**src/rtl/pip_ram.sv**
```systemverilog
// generic single-write, single-read ram with registered read data
module pip_ram #(
    parameter int WIDTH = 32,
    parameter int DEPTH = 64
) (
    input  logic                                  i_clk,
    input  logic                                  i_we,
    input  logic [((DEPTH > 1) ? $clog2(DEPTH) : 1)-1:0] i_waddr,
    input  logic [WIDTH-1:0]                      i_wdata,
    input  logic                                  i_re,
    input  logic [((DEPTH > 1) ? $clog2(DEPTH) : 1)-1:0] i_raddr,
    output logic [WIDTH-1:0]                      o_rdata
);

    logic [WIDTH-1:0] r_mem [DEPTH];

    // write port
    always_ff @(posedge i_clk) begin
        if (i_we) begin
            r_mem[i_waddr] <= i_wdata;
        end
    end

    // registered read port
    always_ff @(posedge i_clk) begin
        if (i_re) begin
            o_rdata <= r_mem[i_raddr];
        end
    end

endmodule

```
**config.mk**
```make
export PLATFORM = sky130hd
export DESIGN_NAME = pip_ram
export DESIGN_NICKNAME = d
export VERILOG_FILES = /design/src/rtl/pip_ram.sv
export SDC_FILE = /design/constraint.sdc
export NUM_CORES = 2
export LEC_CHECK = 0
export ABC_CLOCK_PERIOD_IN_PS = 6000
export BUFFER_PORTS_ARGS = -buffer_cell sky130_fd_sc_hd__buf_2
export CAP_MARGIN = 0
export CORE_MARGIN = 5
export CORE_UTILIZATION = 51
export DETAILED_ROUTE_END_ITERATION = 6
export HOLD_SLACK_MARGIN = 0.1
export PLACE_DENSITY = 0.67
export SLEW_MARGIN = 20
export SYNTH_ARGS = -nofsm -noshare
export SYNTH_HDL_FRONTEND = slang
export SYNTH_SLANG_ARGS = --single-unit
```
**constraint.sdc**
```tcl
create_clock -name i_clk -period 6 [get_ports i_clk]
set_input_delay 1.2 -clock i_clk [delete_from_list [all_inputs] [get_ports i_clk]]
set_output_delay 1.2 -clock i_clk [all_outputs]
set_load 0.05 [all_outputs]
```
# Word level (Yosys, flattened, before mapping)
# Memory sizes are Yosys's and may differ from the RTL's. A register that Yosys moved wholly into a read port is not among the register bits.
# Cells that the tools add are included.
[word_totals] register_bits=0 latchBits=0 ramBits=2048 rom_bits=0 in_bits=47 mem_count=1
[mem_list] name="r_mem" words=64 width=32 read_ports=1 rd_ports_with_merged_regs=1 wr=1 line_no="15" source="logic [WIDTH-1:0] r_mem [DEPTH];"
[classes] add_sub_neg=0 n_mul=0 n_div=0 magnitude_cmp=0 n_eq_ne=0 shift=0 mux=2 bitwise_logic=0 n_reduce_logical=0
[ops] op="two-way mux 1 bit" count=2

# Logic depth before layout (Yosys ltp)
[logic_depth] depth_word=2 mapped_depth=10

# Worst setup path before layout
# Ideal clock, no wire load.
[synth_path] path_type="input to register" startpoint="input port i_waddr[3] (netlist bit)" endpoint="memory r_mem[48][0], enable pin" arrival_ns=3.899 required_ns=5.539 setup_slack_ns=1.640 path_stages=4 path_buffers=1 cell_sequence="clkbuf_1 > nor2b_1 > nand4b_1 > nor3_1"
[synth_lines] element="start: declaration" line_no="8" source="input logic [((DEPTH > 1) ? $clog2(DEPTH) : 1)-1:0] i_waddr,"
[synth_lines] element="end: declaration" line_no="15"
# Straight into the memory's write port.

==> results.yml <==
global_route:
  grt_antenna_before_repair: 24
  global_route.usage.total_pct: 24.6
  grt_max_degree: 78
  grt_pass1_wl_mm: 282
  number_of_global_route_vias_before_repair: 37500
  gr-total-overflow: 0
clock_tree:
  clock_tree.buffer_depth: 3
  cts_hold_buf: 0
  cts_buffers: 203
  post-cts-setup-buffer-count: 0
  cts.sink_count: 2080
  ctsResizeCount: 0
  tritoncts_clock_tree: "done"
  cts-root-buf: "sky130_fd_sc_hd__clkbuf_16"
  htree_levels: 4
  clkTransAtPathRegs_ns: 0.06
  clk-insertion-delay-late_ns: 0.82
synth:
  postSynthAreaPerCell_um2: 23.7
  post_synth_xor_area_fraction_pct: 0
  post_synth_edffs: 2080
  asyncSetResetFlopFracSynth_pct: 0
  post_synth_mux_area_share_pct: 16.7
  yosys.cell_types.count: 33
  synth_compound_gate_area_share_pct: 1.67
  yosys_most_used_dff: "sky130_fd_sc_hd__edfxtp_1"
  synth_fa_ha_area_share_pct: 0
  warnings_synthesis: 0
  postSynthNetCount: 3371
  syn_inst: 3324
  post_syn_area_um2: 78800
  flip_flop_and_latch_count_after_synthesis: 2080
  synth_simple_gate_area_share_pct: 1.26
  ys_seq_area_share_pct: 79.2
  synth_top_family_by_area: "multiplexers"
job:
  cap_viol_max_count: 0
critical_path:
  category_of_the_worst_setup_path_capture_point: "flip-flop"
  critPathKind: "input pin to flip-flop"
  timing.critical_path.from_type: "input pin"
  crit_required_ns: 6.55
  r2r.worst_path.cells: 4
  worst-endpoint-arrival_ns: 4.40
  critical_path.max_fanout: 45
  cp-startpoint: "i_raddr[0]"
  critical_path.reg2reg.startpoint: "r_mem[7][27]"
detailed_routing:
  vias_per_cell: 6.47
  drt-initial-drc-count: 5215
  drt_drc_violations_left: 0
  dr.pass1.iters: 7
  wirelength_per_cell_um: 34.5
  vias: 37400
  detail_route.wirelength_mm: 200
  ant_nets: 0
power:
  power.total_mw: 29.8
  p_leak_nw: 27.6
  vdd.ir_drop.worst_v: 0.000334
  power_per_cell_area_nw_per_um2: 335
final_layout:
  drive_above_1_share_pct: 29.3
  finalNetCount: 3606
  layout-area-overhead-vs-synth_pct: 13.0
  postLayoutCoreUtil_pct: 57.9
timing:
  finClkSkew_ns: 0.0243
  max_clock_freq_mhz: 260
  timing_max_transition_violations_final: 0
  normalized_max_slew_margin_pct: 24.0
  timing.final.crit_share_pct: 64.2
  fin_setup_tns_ns: 0
  tightestPinTransition_ns: 1.14
  grt_setup_unrepaired: "no"
  final_number_of_setup_violating_endpoints: 0
  min_period_ns: 3.85
  final_hold_viol_count: 0
hold_path:
  worstHoldPathCells: 1
  worst_hold_path_type: "input pin to flip-flop"
  hp-start: "i_wdata[20]"
floorplan:
  rows: 144
  coreArea_um2: 154000
  effective_utilization_at_floorplan_pct: 51.2
  fp.dieArea_um2: 163000
  io_pins: 79
  dieWidth_um: 403
  die_y_um: 403
outcome:
  result_of_the_run: "complete, no violations"
placement:
  hpwl_mm: 112
  port_buffers: 78
  place_congestion: 0.782
[cells in the mapped netlist (5+ instances only)]
library cell	number	area (µm²)
sky130_fd_sc_hd__nand3b_1	5	37.5
sky130_fd_sc_hd__nor2b_1	15	93.8
sky130_fd_sc_hd__nor3_1	7	35.0
sky130_fd_sc_hd__a22oi_1	12	90.1
sky130_fd_sc_hd__edfxtp_1	2080	62500
sky130_fd_sc_hd__a21oi_1	62	310
sky130_fd_sc_hd__clkbuf_1	74	278
sky130_fd_sc_hd__buf_6	5	56.3
sky130_fd_sc_hd__mux2i_1	93	931
sky130_fd_sc_hd__o221ai_1	27	236
sky130_fd_sc_hd__buf_1	21	78.8
sky130_fd_sc_hd__nor2_1	137	514
sky130_fd_sc_hd__buf_4	25	188
sky130_fd_sc_hd__nand2_1	26	97.6
sky130_fd_sc_hd__nand2b_1	8	50.1
sky130_fd_sc_hd__buf_2	57	285
sky130_fd_sc_hd__mux4_2	544	12300
sky130_fd_sc_hd__o22ai_1	84	526
sky130_fd_sc_hd__nand3_1	5	25.0
sky130_fd_sc_hd__a311oi_1	8	70.1
[worst max-delay path, cell delays in order]
cell,delay (ns)
sky130_fd_sc_hd__buf_8,0.38
sky130_fd_sc_hd__buf_12,0.34
sky130_fd_sc_hd__buf_4,0.51
sky130_fd_sc_hd__buf_4,0.33
sky130_fd_sc_hd__mux4_2,0.56
sky130_fd_sc_hd__o221ai_1,0.26
sky130_fd_sc_hd__a21oi_1,0.09
sky130_fd_sc_hd__a21oi_1,0.54
sky130_fd_sc_hd__nor2_1,0.10
[registers in the layout, summed over array words and instances, names as in the netlist]
signal / cells
o_rdata: 32
r_mem: 2048
[worst paths after layout]
kind,to,slack [ns]
worst max-delay path,o_rdata[9],2.15
worst min-delay path,r_mem[44][20],0.84
worst max register to register,o_rdata[27],3.66
worst min register to register,o_rdata[20],0.89
[power by group]
group	switching, mW	total [mW]	leakage (nW)	internal [mW]
Sequential	0.0528	16.2	18.7	16.1
Combinational	0.951	1.48	5.78	0.531
Clock	5.31	12.1	3.07	6.84
[stage by stage]
step,cell area (µm²),instances,setup WS (ns),hold WS (ns)
final,89100,5784,2.15,0.844
after global placement,82600,5393,1.22,0.856
after detailed placement,82600,5395,1.18,0.859
after global routing,89000,5771,1.92,0.819
after CTS,88900,5766,1.96,0.898
after floorplan,78800,3324,1.64,0.750
[cells in the final DEF (no fill, tap or decap), drive strengths merged, types with 27 or more instances in the layout]
cell / count
buf: 212
mux4: 544
clkbuf: 249
o221ai: 27
clkinv: 98
o22ai: 84
nor2: 137
a21oi: 62
edfxtp: 2080
mux2i: 93
[layout make-up]
type                            instances  area (µm²)
Clock inverter                        122         992
Timing Repair Buffer                  212        1720
Tap cell                             2044        2560
Fill cell                           10800       64800
Antenna cell                           15        37.5
Multi-Input combinational cell       1062       16000
Sequential cell                      2080       62500
Clock buffer                          249        5320
[kinds of logic after synthesis]
kind of cell | count (synthesis)
simple gates | 223
buf+inv | 182
flops | 2080
compound gates | 202
mux | 637
[per-layer routing]
layer | routed length [µm] | up-vias | GRT usage, % | share of wire [%]
met5 | 57 | - | 0 | 0.029
met4 | 5890 | 10 | 7.72 | 3.0
met3 | 20600 | 302 | 6.53 | 10
met2 | 94600 | 2060 | 37.9 | 47
met1 | 78400 | 20200 | 35.1 | 39
li1 | - | 14800 | - | -
Power figures use the tool's default switching activity.
