<file path="src/rtl/pip_pkg.sv">
// shared constants and types of the point-in-polygon block
package pip_pkg;

    localparam int MAX_VERTICES = 64;
    localparam int COORD_BITS   = 16;
    localparam int VIDX_W       = (MAX_VERTICES > 1) ? $clog2(MAX_VERTICES) : 1;
    localparam int CNT_W        = $clog2(MAX_VERTICES + 1);
    localparam int WC_W         = 14;
    localparam int DIFF_W       = COORD_BITS + 1;
    localparam int PROD_W       = 2 * DIFF_W;
    localparam int VTX_W        = 2 * COORD_BITS;

    // opcodes
    localparam logic OP_LOAD  = 1'b0;
    localparam logic OP_QUERY = 1'b1;

    typedef logic signed [COORD_BITS-1:0] t_coord;
    typedef logic signed [WC_W-1:0]       t_wc;

    // one edge to test against the query point
    typedef struct packed {
        logic   vld;
        t_coord ax;
        t_coord ay;
        t_coord bx;
        t_coord by;
        t_coord px;
        t_coord py;
    } t_edge;

    // winding contribution of one edge
    typedef struct packed {
        logic vld;
        logic inc;
        logic dec;
    } t_step;

endpackage

</file>
<file path="src/rtl/pip_edge.sv">
// three-stage edge test: crossing class, cross products, left-of-edge compare
module pip_edge import pip_pkg::*; (
    input  logic  i_clk,
    input  logic  i_rst_n,
    input  t_edge i_edge,
    output t_step o_step,
    output logic  o_busy
);

    logic                     r_s1_vld;
    logic                     r_s1_up;
    logic                     r_s1_dn;
    logic signed [DIFF_W-1:0] r_s1_pxa;
    logic signed [DIFF_W-1:0] r_s1_pya;
    logic signed [DIFF_W-1:0] r_s1_dx;
    logic signed [DIFF_W-1:0] r_s1_dy;
    logic                     r_s2_vld;
    logic                     r_s2_up;
    logic                     r_s2_dn;
    logic signed [PROD_W-1:0] r_s2_p1;
    logic signed [PROD_W-1:0] r_s2_p2;
    logic                     r_s3_vld;
    logic                     r_s3_inc;
    logic                     r_s3_dec;

    logic                     n_up;
    logic                     n_dn;

    // crossing class of the edge against the horizontal line through the point
    always_comb begin
        n_up = (i_edge.ay <= i_edge.py) && (i_edge.by >  i_edge.py);
        n_dn = (i_edge.ay >  i_edge.py) && (i_edge.by <= i_edge.py);
    end

    // stage valids
    always_ff @(posedge i_clk) begin
        if (!i_rst_n) begin
            r_s1_vld <= 1'b0;
            r_s2_vld <= 1'b0;
            r_s3_vld <= 1'b0;
        end else begin
            r_s1_vld <= i_edge.vld;
            r_s2_vld <= r_s1_vld;
            r_s3_vld <= r_s2_vld;
        end
    end

    // stage payloads
    always_ff @(posedge i_clk) begin
        r_s1_up  <= n_up;
        r_s1_dn  <= n_dn;
        r_s1_pxa <= DIFF_W'($signed(i_edge.px)) - DIFF_W'($signed(i_edge.ax));
        r_s1_pya <= DIFF_W'($signed(i_edge.py)) - DIFF_W'($signed(i_edge.ay));
        r_s1_dx  <= DIFF_W'($signed(i_edge.bx)) - DIFF_W'($signed(i_edge.ax));
        r_s1_dy  <= DIFF_W'($signed(i_edge.by)) - DIFF_W'($signed(i_edge.ay));
        r_s2_up  <= r_s1_up;
        r_s2_dn  <= r_s1_dn;
        r_s2_p1  <= PROD_W'(r_s1_pxa) * PROD_W'(r_s1_dy);
        r_s2_p2  <= PROD_W'(r_s1_pya) * PROD_W'(r_s1_dx);
        r_s3_inc <= r_s2_up && (r_s2_p1 < r_s2_p2);
        r_s3_dec <= r_s2_dn && (r_s2_p1 > r_s2_p2);
    end

    assign o_step = {r_s3_vld, r_s3_inc, r_s3_dec};
    assign o_busy = r_s1_vld | r_s2_vld | r_s3_vld;

endmodule

</file>
<file path="config.mk">
export PLATFORM = sky130hd
export DESIGN_NAME = pip_edge
export DESIGN_NICKNAME = d
export VERILOG_FILES = /design/src/rtl/pip_pkg.sv /design/src/rtl/pip_edge.sv
export SDC_FILE = /design/constraint.sdc
export NUM_CORES = 2
export LEC_CHECK = 0
export ABC_AREA = 1
export BUFFER_PORTS_ARGS = -buffer_cell sky130_fd_sc_hd__clkbuf_2
export CORE_MARGIN = 1.5
export CORE_UTILIZATION = 35
export CTS_CLUSTER_DIAMETER = 100
export DETAILED_ROUTE_END_ITERATION = 8
export SLEW_MARGIN = 20
export SYNTH_ARGS = -nofsm -noshare
export SYNTH_HDL_FRONTEND = slang
export SYNTH_SLANG_ARGS = --single-unit
</file>
<file path="constraint.sdc">
create_clock -name i_clk -period 7.28 [get_ports i_clk]
set_clock_uncertainty 0.1 [all_clocks]
set_input_delay 1.456 -clock i_clk [delete_from_list [all_inputs] [get_ports i_clk]]
set_output_delay 1.456 -clock i_clk [all_outputs]
set_load 0.02 [all_outputs]
</file>
Word level (Yosys, flattened, before mapping)
Index checks and enable logic that the tools add are counted.

operators by class
  bitwise gates (word level) = 2
  reductions and logical operators = 4
  multipliers = 2
  magnitude comparators = 6
  add/subtract/negate cells = 4

operator list
  operator           number
  $mul 17x17->34     2
  $sub 16x16->17     4
  $gt 34x34->1       1
  $lt 34x34->1       1
  $gt 16x16->1       2
  $le 16x16->1       2
  $logic_and 1x1->1  4
  $or 1x1->1         2

word-level totals
  register bits = 145
  logic and storage cells = 33
  bits of input ports = 99

Logic depth before layout (Yosys ltp)
  depth after elaboration = 2
  mapped depth = 27

Least setup slack after synthesis
OpenSTA, ideal clock, no wires.

  kind = flip-flop to flip-flop
  start point = reg r_s1_pya[16]
  end point = reg r_s2_p2[28]
  setup slack = 1,631 ps
  arrival = 5,437 ps
  stages on the path, launching flop included = 24
  period minus slack after synthesis = 5,649 ps
  cell sequence = dfxtp_1 clkbuf_1 clkbuf_1 nand2_1 inv_1 fa_1 fa_1 fa_1 fa_1 fa_1 inv_1 fa_1 inv_1 ha_1 nand2_2 nor2_2 inv_2 nor2_2 nand3_1 or2_1 nand3_2 nand2_1 clkinv_1 nor2_2

between the ends
  word-level cells in the longest chain between the ends = 1

RTL lines
  what                    RTL line        RTL
  from (decl)             pip_edge.sv:14  logic signed [DIFF_W-1:0] r_s1_pya;
  from (signal assigned)  pip_edge.sv:53  r_s1_pya <= DIFF_W'($signed(i_edge.py)) - DIFF_W'($signed(i_edge.ay));
  $mul 17x17->34          pip_edge.sv:59  r_s2_p2 <= PROD_W'(r_s1_pya) * PROD_W'(r_s1_dx);
  to (signal assigned)    pip_edge.sv:59
  to (decl)               pip_edge.sv:21  logic signed [PROD_W-1:0] r_s2_p2;

Every way passes these cells.
A chain may end at the register's enable or synchronous reset.

Worst setup path in the final report
  start point = reg r_s1_dx[2]
  end point = reg r_s2_p2[25]

between the ends
  word-level cells in the longest chain between the ends = 1

RTL lines
  what                    RTL line        RTL
  from (decl)             pip_edge.sv:15  logic signed [DIFF_W-1:0] r_s1_dx;
  from (signal assigned)  pip_edge.sv:54  r_s1_dx <= DIFF_W'($signed(i_edge.bx)) - DIFF_W'($signed(i_edge.ax));
  $mul 17x17->34          pip_edge.sv:59

Every way passes these cells.

==> reports/metrics.csv <==
metric,value,unit
Tightest Pin Transition,0.963,ns
DR pass1 iterations,5,
"Clk pin slew, worst setup/hold paths",0.07,ns
number of setup violations in the final report,0,
most frequent cell after synthesis,inv_1,
Antenna Diode Count,0,
GRT Resource Usage Total,18.6,%
Routed Antenna Nets,0,
Nets,4929,
Register Area,2900,µm²
multi-input logic area,23100,µm²
Post-Synthesis Cell Area,30800,µm²
Most used DFF post-synth,dfxtp_1,
first-pass GRT wire length,132000,µm
"Async S/R FF share, synth",0,%
total CTS buffers,17,
vias per cell,4.61,
final hold vios,0,
MaxCap Viol Count,0,
filler cell count in the final layout,9184,
CP Data Arrival Time,6.61,ns
setup TNS,0,ns
synth top area cells,"fa_1, inv_1, ha_1",
clk_lat worst skew,0.46,ns
I/O Pins,103,
total routed wirelength,80600,µm
die area,89900,µm²
fin crit share,87.6,%
Tmin final,6.38,ns
Yosys warnings,0,
CTS H-tree depth,4,
most common library cells after synthesis,"inv_1, nand2_1, fa_1",
relative slew slack,35.7,%
crit-path max FO,17,
Layout area overhead,7.46,%
Metal-1 WL,33900,µm
Critical Path Start Type,flop,
initial antenna violation count,3,
post-synthesis cell count,3932,
fin. max-slew vios,0,
I/O Buffers,102,
GP Congestion,0.933,
largest net degree at the start of global routing,19,
WP data required,7.51,ns
post-CTS setup buffer count,0,
crit path kind,flop to flop,
layout cell share with drive strength beyond 1,5.65,%
clk sinks,145,
Min-Delay Path Class,flop to flop,
FMAX,157,MHz
number of remaining DRC errors,0,
Mean Syn Cell Area,7.84,µm²
via count,23600,
Rows,108,
unrepaired setup endpoints after global routing,no,
Max Root-Sink Buffers,2,
Core Box Area,87000,µm²
"flops & latches, synth",145,
WL met3,4190,µm
Die Ht,300,µm
DR WL/cell,15.7,µm
vias in the first global route,25200,
CTS Hold Buffers Added,0,
root buf cell,clkbuf_16,
Final WS setup,0.903,ns
CP endpoint kind,flop,
Place WS,0.876,ns
"area leader, netlist",fa_1,
status,completed,
"Seq/Total Area, Yosys",9.41,%
Yosys top cell area share,38.7,%
GRT Residual Overflow,0,
# resized after CTS,0,
syn_nets,4912,
DR WL met2,40200,µm
First DRT Iteration DRCs,1247,
starting density of the core,35.4,%
CTS tree,yes,
HPWL Detailed,69600,µm
die width,300,µm
Yosys cell types,52,
number of synthesized flops with an enable pin,0,
top routing layer in use,met5,
[final cells by class]
type,count,area share [%]
tap,1155,4.36
multi-input combinational,2512,69.8
timing repair buffer,136,2.31
clock inverter,14,0.544
inverter,1137,12.9
clock buffer,18,1.33
sequential,145,8.76
[final timing paths]
| path | startpoint | to | slack, ns | cells past startpoint |
|---|---|---|---|---|
| worst max-delay path | r_s1_dx[2] | r_s2_p2[25] | 0.90 | 17 |
| worst max register to register | r_s1_dx[2] | r_s2_p2[25] | 0.90 | 17 |
| worst min-delay path | r_s1_up | r_s2_up | 0.23 | 0 |
| worst min register to register | r_s1_up | r_s2_up | 0.23 | 0 |
[per-layer routing]
| layer | GRT usage (%) | vias to the layer above |
|---|---|---|
| met1 | 23.2 | 11400 |
| met5 | 0 | - |
| met3 | 2.57 | 105 |
| li1 | - | 11400 |
| met4 | 5.48 | 6 |
| met2 | 33.2 | 637 |
[logic make-up (layout without fill, tap and decap cells)]
| family | Yosys count | after routing | synth area share [%] |
|---|---|---|---|
| buffers and inverters | 1275 | 1305 | 15.6 |
| DFF | 145 | 145 | 9.41 |
| AOI/OAI and AO/OA | 275 | 275 | 5.23 |
| xor gates and xnor gates | 110 | 110 | 3.12 |
| and+or+nand+nor | 1246 | 1246 | 16.4 |
| adders and majority gates | 881 | 881 | 50.3 |
[critical path, cell delays in order, from the launching register on]
cell      delay, ns
dfxtp_1        0.84
nand2_1        0.20
inv_1          0.17
fa_1           0.56
fa_1           0.93
fa_1           0.53
fa_1           0.50
fa_1           0.49
inv_1          0.05
fa_1           0.47
inv_1          0.04
ha_1           0.35
a21oi_1        0.25
a21boi_0       0.31
nand2_1        0.13
a21oi_1        0.12
nand2_1        0.07
xor2_1         0.14
[flip-flops by register name (all words and copies together), names as in the netlist]
name and cells:
r_s1_dn 1, r_s3_vld 1, r_s3_inc 1, r_s1_dx 17
r_s2_dn 1, r_s1_pya 17, r_s1_up 1, r_s2_p2 34
r_s1_vld 1, r_s1_pxa 17, r_s2_up 1, r_s2_p1 34
r_s3_dec 1, r_s2_vld 1, r_s1_dy 17
[placed cells by master (no fill, tap or decap), types with 21 or more instances in the layout]
cell type and count:
a21oi_1 137, buf_4 34, clkbuf_2 102, dfxtp_1 145, fa_1 596, ha_1 285, inv_1 1131, nand2_1 926
nand3_1 79, nand4_1 29, nor2_1 137, nor3_1 21, o21ai_0 53, xnor2_1 29, xor2_1 81
[through the flow]
step                utilization [%]  instances  hold WS, ns  cell area [µm²]
global placement               37.4       5085        0.211            32500
detailed placement             37.4       5085        0.214            32500
CTS                            38.1       5117        0.231            33100
global route                   38.1       5117        0.243            33100
finish                         38.1       5117        0.228            33100
floorplan                         -       3932        0.210            30800
Power is left out: the tool's default activity adds up to more than one toggle a clock period on the data nets, which glitch-free logic cannot reach.
